**config.mk**
```make
export PLATFORM = sky130hd
export DESIGN_NAME = fat_chain_table_engine_core
export DESIGN_NICKNAME = d
export VERILOG_FILES = /design/src/design/fcte_pkg.sv /design/src/design/fcte_sub.sv /design/src/design/fcte_tbl.sv /design/src/design/fat_chain_table_engine_core.sv
export SDC_FILE = /design/constraint.sdc
export NUM_CORES = 2
export LEC_CHECK = 0
export BUFFER_PORTS_ARGS = -buffer_cell sky130_fd_sc_hd__buf_4
export CELL_PAD_IN_SITES_DETAIL_PLACEMENT = 1
export CELL_PAD_IN_SITES_GLOBAL_PLACEMENT = 1
export CORE_MARGIN = 2
export CORE_UTILIZATION = 48
export DETAILED_ROUTE_END_ITERATION = 10
export GPL_ROUTABILITY_DRIVEN = 0
export PLACE_DENSITY_LB_ADDON = 0.1
export RECOVER_POWER = 100
export SYNTH_ARGS = -nofsm -noshare
export SYNTH_HDL_FRONTEND = slang
export SYNTH_SLANG_ARGS = --single-unit
```
**constraint.sdc**
```tcl
create_clock -name clk -period 6.17 [get_ports clk]
set_input_delay 1.234 -clock clk [delete_from_list [all_inputs] [get_ports clk]]
set_output_delay 1.234 -clock clk [all_outputs]
set_load 0.005 [all_outputs]
```
**src/design/fcte_pkg.sv**
```systemverilog
`default_nettype none
package fcte_pkg;

	// table geometry and values
	localparam int TBL_DEPTH = 256;
	localparam int TBL_AW    = 8;
	localparam int VAL_W     = 14;
	localparam int ADDR_W    = 18;
	localparam int CNT_W     = 9;   // holds counts up to TBL_DEPTH
	localparam int DW        = 21;  // compare/subtract width, spans 256 * 4096

	localparam logic [VAL_W-1:0] FREE_MARK = VAL_W'(9999);

	localparam int FAT_BYTES_DEF   = 512;
	localparam int BLOCK_BYTES_DEF = 512;

	// stream widths
	localparam int S_TDATA_W = 40;
	localparam int S_TUSER_W = 2;
	localparam int M_TDATA_W = 16;
	localparam int M_TUSER_W = 2;

	typedef enum logic [1:0] {
		CMD_FIND = 2'd0,
		CMD_SET  = 2'd1,
		CMD_GET  = 2'd2,
		CMD_NOP  = 2'd3
	} cmd_t;

	typedef enum logic [1:0] {
		STAT_OK     = 2'd0,
		STAT_NOFREE = 2'd1,
		STAT_BADADR = 2'd2,
		STAT_LONG   = 2'd3
	} stat_t;

	typedef enum logic [3:0] {
		FS_IDLE,
		FS_FF_RD,
		FS_FF_CHK,
		FS_SE_RD,
		FS_SE_CHK,
		FS_SE_WR,
		FS_GL_SUB,
		FS_GL_RNG,
		FS_GL_RD,
		FS_DONE
	} fsm_t;

	typedef struct packed {
		logic              we;
		logic [TBL_AW-1:0] waddr;
		logic [VAL_W-1:0]  wdata;
		logic [TBL_AW-1:0] raddr;
	} tbl_req_t;

	typedef struct packed {
		logic          ge;
		logic [DW-1:0] diff;
	} sub_res_t;

endpackage
`default_nettype wire

```
**src/design/fcte_sub.sv**
```systemverilog
`default_nettype none
// shared compare/subtract unit
module fcte_sub (
	input  wire logic [fcte_pkg::DW-1:0] a,
	input  wire logic [fcte_pkg::DW-1:0] b,
	output fcte_pkg::sub_res_t           res
);
	import fcte_pkg::*;

	logic [DW:0] full;

	assign full     = {1'b0, a} - {1'b0, b};
	assign res.ge   = ~full[DW];
	assign res.diff = full[DW-1:0];

endmodule
`default_nettype wire

```
**src/design/fcte_tbl.sv**
```systemverilog
`default_nettype none
// chain table: one write and one registered read a cycle.
// per-entry valid bits, an unwritten entry reads free.
module fcte_tbl (
	input  wire logic                      clk,
	input  wire logic                      arst_n,
	input  wire fcte_pkg::tbl_req_t        req,
	output logic [fcte_pkg::VAL_W-1:0]     rdata
);
	import fcte_pkg::*;

	logic [VAL_W-1:0] mem_q [TBL_DEPTH];
	logic [TBL_DEPTH-1:0] valid_q;
	logic [VAL_W-1:0] rd_q;
	logic rvld_q;
	logic byp_q;
	logic [VAL_W-1:0] bypd_q;

	always_ff @(posedge clk or negedge arst_n) begin
		if (!arst_n) begin
			valid_q <= '0;
		end else if (req.we) begin
			valid_q[req.waddr] <= 1'b1;
		end
	end

	always_ff @(posedge clk) begin
		if (req.we) begin
			mem_q[req.waddr] <= req.wdata;
		end
		rd_q   <= mem_q[req.raddr];
		rvld_q <= valid_q[req.raddr];
		// write-first on an address clash
		byp_q  <= req.we && (req.waddr == req.raddr);
		bypd_q <= req.wdata;
	end

	assign rdata = byp_q ? bypd_q : (rvld_q ? rd_q : FREE_MARK);

endmodule
`default_nettype wire

```
**src/design/fat_chain_table_engine_core.sv**
```systemverilog
`default_nettype none
// find_free reads and checks one entry at a time, up to NUM_BLOCKS entries; set_entry
// reads the entry, frees each link it follows, then writes the new value; get_link
// range-checks the address and reads the block entry, stopping early when it falls
// below/beyond the data area; an unused opcode goes straight to DONE. One command at
// a time, the next word taken once the result is registered; a result still held in
// the output register stalls the sequencer in DONE. Reset clears the table valid bits,
// so every entry reads free at once; a command may be taken right after reset.
module fat_chain_table_engine_core #(
	parameter int FAT_BYTES   = fcte_pkg::FAT_BYTES_DEF,
	parameter int BLOCK_BYTES = fcte_pkg::BLOCK_BYTES_DEF
) (
	input  wire logic                             clk,
	input  wire logic                             arst_n,
	input  wire logic                             s_tvalid,
	output logic                                  s_tready,
	// block_index[7:0], new_value[21:8], byte_address[39:22]
	input  wire logic [fcte_pkg::S_TDATA_W-1:0]   s_tdata,
	// cmd[1:0]
	input  wire logic [fcte_pkg::S_TUSER_W-1:0]   s_tuser,
	output logic                                  m_tvalid,
	input  wire logic                             m_tready,
	// result_value[13:0], zero pad [15:14]
	output logic [fcte_pkg::M_TDATA_W-1:0]        m_tdata,
	// status[1:0]
	output logic [fcte_pkg::M_TUSER_W-1:0]        m_tuser
);
	import fcte_pkg::*;

	// blocks in use: half the table area in bytes, capped by the store
	localparam int NUM_BLOCKS = (FAT_BYTES / 2 < TBL_DEPTH) ? FAT_BYTES / 2 : TBL_DEPTH;
	localparam int SPAN       = NUM_BLOCKS * BLOCK_BYTES;

	localparam logic [CNT_W-1:0] NUM_B  = CNT_W'(NUM_BLOCKS);
	localparam logic [VAL_W-1:0] NUM_V  = VAL_W'(NUM_BLOCKS);
	localparam logic [DW-1:0]    FAT_V  = DW'(FAT_BYTES);
	localparam logic [DW-1:0]    SPAN_V = DW'(SPAN);

	// block number by reciprocal multiply: offset < 2^ADDR_W, so a shift of
	// ADDR_W + clog2(block size) keeps the rounded-up reciprocal exact
	localparam int          RCP_SH = ADDR_W + $clog2(BLOCK_BYTES);
	localparam int          RCP_W  = ADDR_W + 2;
	localparam int          PROD_W = ADDR_W + RCP_W;
	localparam logic [63:0] RCP_M  = ((64'd1 << RCP_SH) + 64'(BLOCK_BYTES) - 64'd1) /
		64'(BLOCK_BYTES);
	localparam logic [RCP_W-1:0] RCP_V = RCP_W'(RCP_M);

	// input word fields
	logic [TBL_AW-1:0] s_idx;
	logic [VAL_W-1:0]  s_nval;
	logic [ADDR_W-1:0] s_addr;
	cmd_t              s_cmd;

	assign s_idx  = s_tdata[7:0];
	assign s_nval = s_tdata[21:8];
	assign s_addr = s_tdata[39:22];
	assign s_cmd  = cmd_t'(s_tuser);

	// sequencer and working registers
	fsm_t st_q, st_d;
	cmd_t cmd_q;
	logic [TBL_AW-1:0] idx_q;
	logic [VAL_W-1:0]  val_q;
	logic [ADDR_W-1:0] addr_q;
	logic [TBL_AW-1:0] ptr_q;     // find_free scan pointer
	logic [CNT_W-1:0]  steps_q;   // links followed so far
	logic [TBL_AW-1:0] prev_q;    // node waiting to be freed
	logic              pend_q;
	logic [DW-1:0]     rem_q;     // byte offset into the data area
	logic [VAL_W-1:0]  res_val_q;
	stat_t             res_st_q;

	logic                m_tvalid_q;
	logic [M_TDATA_W-1:0] m_tdata_q;
	logic [M_TUSER_W-1:0] m_tuser_q;

	// datapath links
	tbl_req_t          tbl_req;
	logic [VAL_W-1:0]  rdata;
	logic [DW-1:0]     sub_a, sub_b;
	sub_res_t          sub_res;
	logic              accept;
	logic              done_fire;
	logic              is_link;
	logic              walk_on;
	logic              ptr_last;
	logic [PROD_W-1:0] quo_prod;
	logic [TBL_AW-1:0] quo;

	fcte_tbl u_tbl (
		.clk    (clk),
		.arst_n (arst_n),
		.req    (tbl_req),
		.rdata  (rdata)
	);

	fcte_sub u_sub (
		.a   (sub_a),
		.b   (sub_b),
		.res (sub_res)
	);

	assign s_tready  = (st_q == FS_IDLE);
	assign accept    = s_tvalid && s_tready;
	assign done_fire = (st_q == FS_DONE) && (!m_tvalid_q || m_tready);

	// a link is a nonzero value that names a block in use (free mark is above any)
	assign is_link  = (rdata != '0) && (rdata < NUM_V);
	assign walk_on  = is_link && (steps_q < NUM_B);
	assign ptr_last = ({1'b0, ptr_q} == NUM_B - CNT_W'(1));
	assign quo_prod = PROD_W'(rem_q[ADDR_W-1:0]) * PROD_W'(RCP_V);
	assign quo      = quo_prod[RCP_SH +: TBL_AW];

	// next state
	always_comb begin
		st_d = st_q;
		case (st_q)
			FS_IDLE: begin
				if (s_tvalid) begin
					case (s_cmd)
						CMD_FIND: st_d = FS_FF_RD;
						CMD_SET:  st_d = FS_SE_RD;
						CMD_GET:  st_d = FS_GL_SUB;
						default:  st_d = FS_DONE;
					endcase
				end
			end
			FS_FF_RD:  st_d = FS_FF_CHK;
			FS_FF_CHK: begin
				if (rdata == FREE_MARK || ptr_last) begin
					st_d = FS_DONE;
				end else begin
					st_d = FS_FF_RD;
				end
			end
			FS_SE_RD:  st_d = FS_SE_CHK;
			FS_SE_CHK: begin
				if (!walk_on) begin
					st_d = FS_SE_WR;
				end
			end
			FS_SE_WR:  st_d = FS_DONE;
			FS_GL_SUB: st_d = sub_res.ge ? FS_GL_RNG : FS_DONE;
			FS_GL_RNG: st_d = sub_res.ge ? FS_DONE : FS_GL_RD;
			FS_GL_RD:  st_d = FS_DONE;
			FS_DONE: begin
				if (!m_tvalid_q || m_tready) begin
					st_d = FS_IDLE;
				end
			end
			default:   st_d = FS_IDLE;
		endcase
	end

	// table port and shared unit operands
	always_comb begin
		tbl_req = '0;
		sub_a   = rem_q;
		sub_b   = SPAN_V;
		case (st_q)
			FS_FF_RD: begin
				tbl_req.raddr = ptr_q;
			end
			FS_SE_RD: begin
				tbl_req.raddr = idx_q;
			end
			FS_SE_CHK: begin
				// free the node just read past, fetch the next one
				tbl_req.we    = pend_q;
				tbl_req.waddr = prev_q;
				tbl_req.wdata = FREE_MARK;
				tbl_req.raddr = rdata[TBL_AW-1:0];
			end
			FS_SE_WR: begin
				tbl_req.we    = 1'b1;
				tbl_req.waddr = idx_q;
				tbl_req.wdata = val_q;
			end
			FS_GL_SUB: begin
				sub_a = DW'(addr_q);
				sub_b = FAT_V;
			end
			FS_GL_RNG: begin
				// range check on the shared unit, block entry fetched alongside
				tbl_req.raddr = quo;
			end
			default: begin
				tbl_req = '0;
			end
		endcase
	end

	// control registers
	always_ff @(posedge clk or negedge arst_n) begin
		if (!arst_n) begin
			st_q       <= FS_IDLE;
			m_tvalid_q <= 1'b0;
			ptr_q      <= '0;
			steps_q    <= '0;
			pend_q     <= 1'b0;
		end else begin
			st_q <= st_d;
			if (done_fire) begin
				m_tvalid_q <= 1'b1;
			end else if (m_tready) begin
				m_tvalid_q <= 1'b0;
			end
			if (accept) begin
				ptr_q   <= '0;
				steps_q <= '0;
				pend_q  <= 1'b0;
			end
			if (st_q == FS_FF_CHK && rdata != FREE_MARK && !ptr_last) begin
				ptr_q <= ptr_q + TBL_AW'(1);
			end
			if (st_q == FS_SE_CHK) begin
				pend_q <= walk_on;
				if (walk_on) begin
					steps_q <= steps_q + CNT_W'(1);
				end
			end
		end
	end

	// working payload
	always_ff @(posedge clk) begin
		if (accept) begin
			cmd_q     <= s_cmd;
			idx_q     <= s_idx;
			val_q     <= (s_nval > FREE_MARK) ? FREE_MARK : s_nval;
			addr_q    <= s_addr;
			res_val_q <= '0;
			res_st_q  <= STAT_OK;
		end
		case (st_q)
			FS_FF_CHK: begin
				if (rdata == FREE_MARK) begin
					res_val_q <= VAL_W'(ptr_q);
				end else if (ptr_last) begin
					res_st_q <= STAT_NOFREE;
				end
			end
			FS_SE_CHK: begin
				if (walk_on) begin
					prev_q <= rdata[TBL_AW-1:0];
				end else if (is_link) begin
					res_st_q <= STAT_LONG;
				end
			end
			FS_GL_SUB: begin
				if (sub_res.ge) begin
					rem_q <= sub_res.diff;
				end else begin
					res_st_q <= STAT_BADADR;
				end
			end
			FS_GL_RNG: begin
				if (sub_res.ge) begin
					res_st_q <= STAT_BADADR;
				end
			end
			FS_GL_RD: begin
				res_val_q <= rdata;
			end
			default: begin
			end
		endcase
		if (done_fire) begin
			m_tdata_q <= M_TDATA_W'(res_val_q);
			m_tuser_q <= res_st_q;
		end
	end

	assign m_tvalid = m_tvalid_q;
	assign m_tdata  = m_tdata_q;
	assign m_tuser  = m_tuser_q;

`ifndef ASSERT_OFF
	a_steps_bound: assert property (@(posedge clk) disable iff (!arst_n)
		steps_q <= NUM_B)
		else $error("chain walk step count beyond block count");

	a_no_write_on_accept: assert property (@(posedge clk) disable iff (!arst_n)
		tbl_req.we |-> !accept)
		else $error("table written while a command is taken");

	a_long_only_set: assert property (@(posedge clk) disable iff (!arst_n)
		(done_fire && res_st_q == STAT_LONG) |-> (cmd_q == CMD_SET))
		else $error("chain-too-long status from a command other than set_entry");

	a_value_only_ok: assert property (@(posedge clk) disable iff (!arst_n)
		(m_tvalid && m_tdata != '0) |-> (m_tuser == STAT_OK))
		else $error("nonzero result value with an error status");
`endif

endmodule
`default_nettype wire

```
==> flow_metrics.tcl <==
set metrics [dict create \
    synth-seq-cells 3976 \
    holdPathEnd "m_tdata[10]" \
    placed_area_um2 167000 \
    finalInstanceArea_um2 179600 \
    boundaryPins 66 \
    route.vias.total 106900 \
    syn_avg_cell_area_um2 13.55 \
    arrival_ns 7.01 \
    yosysSeqAreaShare 0.7447 \
    failed_checks "capacitance limit, slew limit" \
    antenna_found_initial 46 \
    slew_viol_final 1773 \
    ys_warn_count 0 \
    drt_iter0_drc 13480 \
    criticalPathCategory "flop to flop" \
    start_util 0.4825 \
    fin_skew_ns 0.05627 \
    overflow 0 \
    drt_wl_total_um 578200 \
    r2r_setup_slack_ns 0.002 \
    p_leak_nw 63.68 \
    min_path_cells 0 \
    rr_startpoint "st_q[0]" \
    rsz0062_at_grt "no" \
    hold_violations 0 \
    cp.required_ns 7.01 \
    drc_errors 0 \
    rows 210 \
    ff2ff_path_depth 12 \
    vdd_ir_drop_max_uv 457.1 \
    synth_top_area_cell "edfxtp_1" \
    die_area_um2 333400 \
    async_reset_ff_frac 0.07017 \
    final_nets 12150 \
    syn_to_final_growth_pct 13.78 \
    setup_viol 0 \
    cts_tree "done" \
    syn_area_um2 157800 \
    via_per_inst 6.354 \
    grt_max_degree 164 \
    post-synth-top-area-fraction 0.6946 \
    grt_pass1_wl_um 810700 \
    ys_types 106 \
    port_buffers 54 \
    end_kind "flop" \
    synth_cells 11650 \
    final.setup.tns_ns 0 \
    dr.pass1.iters 5 \
    layout_min_cycle_time_ns 6.168 \
    dp_hpwl_um 352200 \
    grt_pass1_vias 107700 \
    coreArea_um2 327100 \
    maxSlewHeadroom -1.767 \
    crit_path_start_kind "flop" \
    max_slew.worst_pin.slew_ns 4.150 \
    clock-sinks 3976 \
    hp-class "flop to flop" \
    htree_num_levels 5 \
    postCtsResizedCells 0 \
    ant_nets 0 \
    synthFlopType "edfxtp_1" \
    numCtsBuffers 416 \
    critPathMaxFanout 14 \
    netlist_top_cells_area "edfxtp_1 (69%), nand2_1 (7.1%), dfrtp_1 (4.4%)" \
    die_width_um 577.4 \
    hp-start "res_val_q[10]" \
    max_freq_mhz 162.1 \
    clk_pin_slew_worst_paths_ns 0.06 \
    cts_max_path_buffers 4 \
    synth_edf_count 3651 \
    finalCritPeriodShare 0.9996 \
    drive_gt1_frac 0.1311 \
    cts-root-buf "clkbuf_16" \
    powerDensity_nw_per_um2 485.4 \
    r2r-end "u_tbl.valid_q[216]" \
    die_h_um 577.4 \
    holdWs_ns 0.4378 \
    status "finished, violations left" \
    avgRoutedWirePerCell_um 34.37 \
    fillCellCount 31760 \
    track_usage 0.3423 \
    clkLatencyLatePin_ns 0.99 \
    max_cap_viol_count 29 \
]
[what timing repair did]
| item | in CTS | in global routing |
|---|---|---|
| hold buffers | 0 | 0 |
| endpoints found under the setup margin | 0 | 1 |
| setup buffers | 0 | 4 |
[per-stage QoR]
stage | power (mW) | setup slack [ns] | std cells | util
after floorplan | 48.13 | 0.1269 | 11650 | -
after global placement | 60.53 | 0.3616 | 16020 | 0.5104
after detailed placement | 61.21 | 0.2675 | 16020 | 0.5104
after CTS | 86.84 | 0.2515 | 16800 | 0.5529
after global routing | 89.52 | 0.04303 | 16810 | 0.5489
final | 87.17 | 0.002352 | 16820 | 0.5490
[power breakdown]
part / switching [mW] / internal (mW) / total [mW]
registers: 0.303 / 31.5 / 31.8
clock network: 10.8 / 15.0 / 25.8
logic: 22.0 / 7.56 / 29.6
[how the worst max path moves through the flow]
stage / from / to / slack [ns] / cells past startpoint
2_1_floorplan: st_q[2] / u_tbl.mem_q[0][11] / 0.13 / 6
5_1_grt: st_q[0] / u_tbl.mem_q[241][6] / 0.04 / 10
3_5_place_dp: u_tbl.byp_q / u_tbl.rvld_q / 0.27 / 12
4_1_cts: u_tbl.byp_q / u_tbl.rvld_q / 0.25 / 12
3_3_place_gp: u_tbl.byp_q / u_tbl.rvld_q / 0.36 / 12
6_report: st_q[0] / u_tbl.valid_q[216] / 0.002 / 12
[synth_stat cells, types with 22 or more instances]
cell type and instances:
a32oi_1 37, buf_2 385, nor4_1 40, or2_2 259
mux2i_1 163, a22oi_1 130, buf_6 35, dfrtp_1 279
nand4_1 76, and3_1 279, buf_1 53, inv_1 24
o22ai_1 75, o21ai_0 127, a221oi_1 22, nand2_1 2991
a211oi_1 90, a311oi_1 47, clkbuf_1 207, nand3_1 967
buf_4 69, o2111ai_1 25, nor3_1 69, a21oi_1 284
mux4_2 79, a31oi_1 392, nor2_1 391, dfxtp_1 46
edfxtp_1 3651
[critical path, cell delays in order, from the launching register on]
cell and delay, ns:
dfrtp_1 0.58, clkbuf_1 0.51, nand2b_1 0.23, nor3_2 0.76
a22oi_1 0.16, clkbuf_1 0.34, nand2_1 0.17, nor2_1 0.08
nand2_1 1.05, clkbuf_1 1.24, nor2_1 0.19, clkbuf_4 0.36
or2_2 0.33
[state kept, by name, summed over array words and instances (netlist names), 9 cells and up]
| register | flops |
|---|---|
| addr_q | 9 |
| rem_q | 12 |
| u_tbl.rd_q | 14 |
| u_tbl.bypd_q | 14 |
| u_tbl.mem_q | 3584 |
| val_q | 14 |
| m_tdata | 14 |
| res_val_q | 14 |
| u_tbl.valid_q | 256 |
| steps_q | 9 |
[layout by cell type (no fill, tap or decap), types with 163 or more instances in the layout]
cell type,instances
a21oi_1,284
a31oi_1,392
and3_1,279
buf_4,316
clkbuf_1,301
clkbuf_16,422
dfrtp_1,279
edfxtp_1,3651
mux2i_1,163
nand2_1,2980
nand3_1,966
nor2_1,380
or2_2,257
[routing by layer]
metal / vias to the layer above / global-route usage / routed length (µm)
li1: 44100 / - / -
met1: 56090 / 0.4626 / 225800
met2: 5451 / 0.5348 / 264700
met3: 1217 / 0.06326 / 53100
met4: 14 / 0.1711 / 34500
met5: - / 0 / 76
[cell families after synthesis]
family                     count (synthesis)  share of synthesized area
AOI/OAI and AO/OA                       1419                    0.06085
buffers and inverters                    776                    0.02495
muxes                                    259                    0.02282
DFF                                     3976                     0.7447
adders and majority gates                  6                  0.0004756
other                                      1                 0.00002376
and+or+nand+nor                         5187                     0.1450
xor gates and xnor gates                  22                   0.001221
[layout make-up]
class,count,area (µm²),share of cell area
antenna,16,40.04,0.0002229
clock buffer,558,11420,0.06359
clock inverter,222,2477,0.01379
inverter,25,93.84,0.0005225
multi-input combinational,6895,36620,0.2039
sequential,3976,117500,0.6545
tap,4346,5438,0.03028
timing repair buffer,782,5967,0.03323
(Power assumes the default switching activity.)
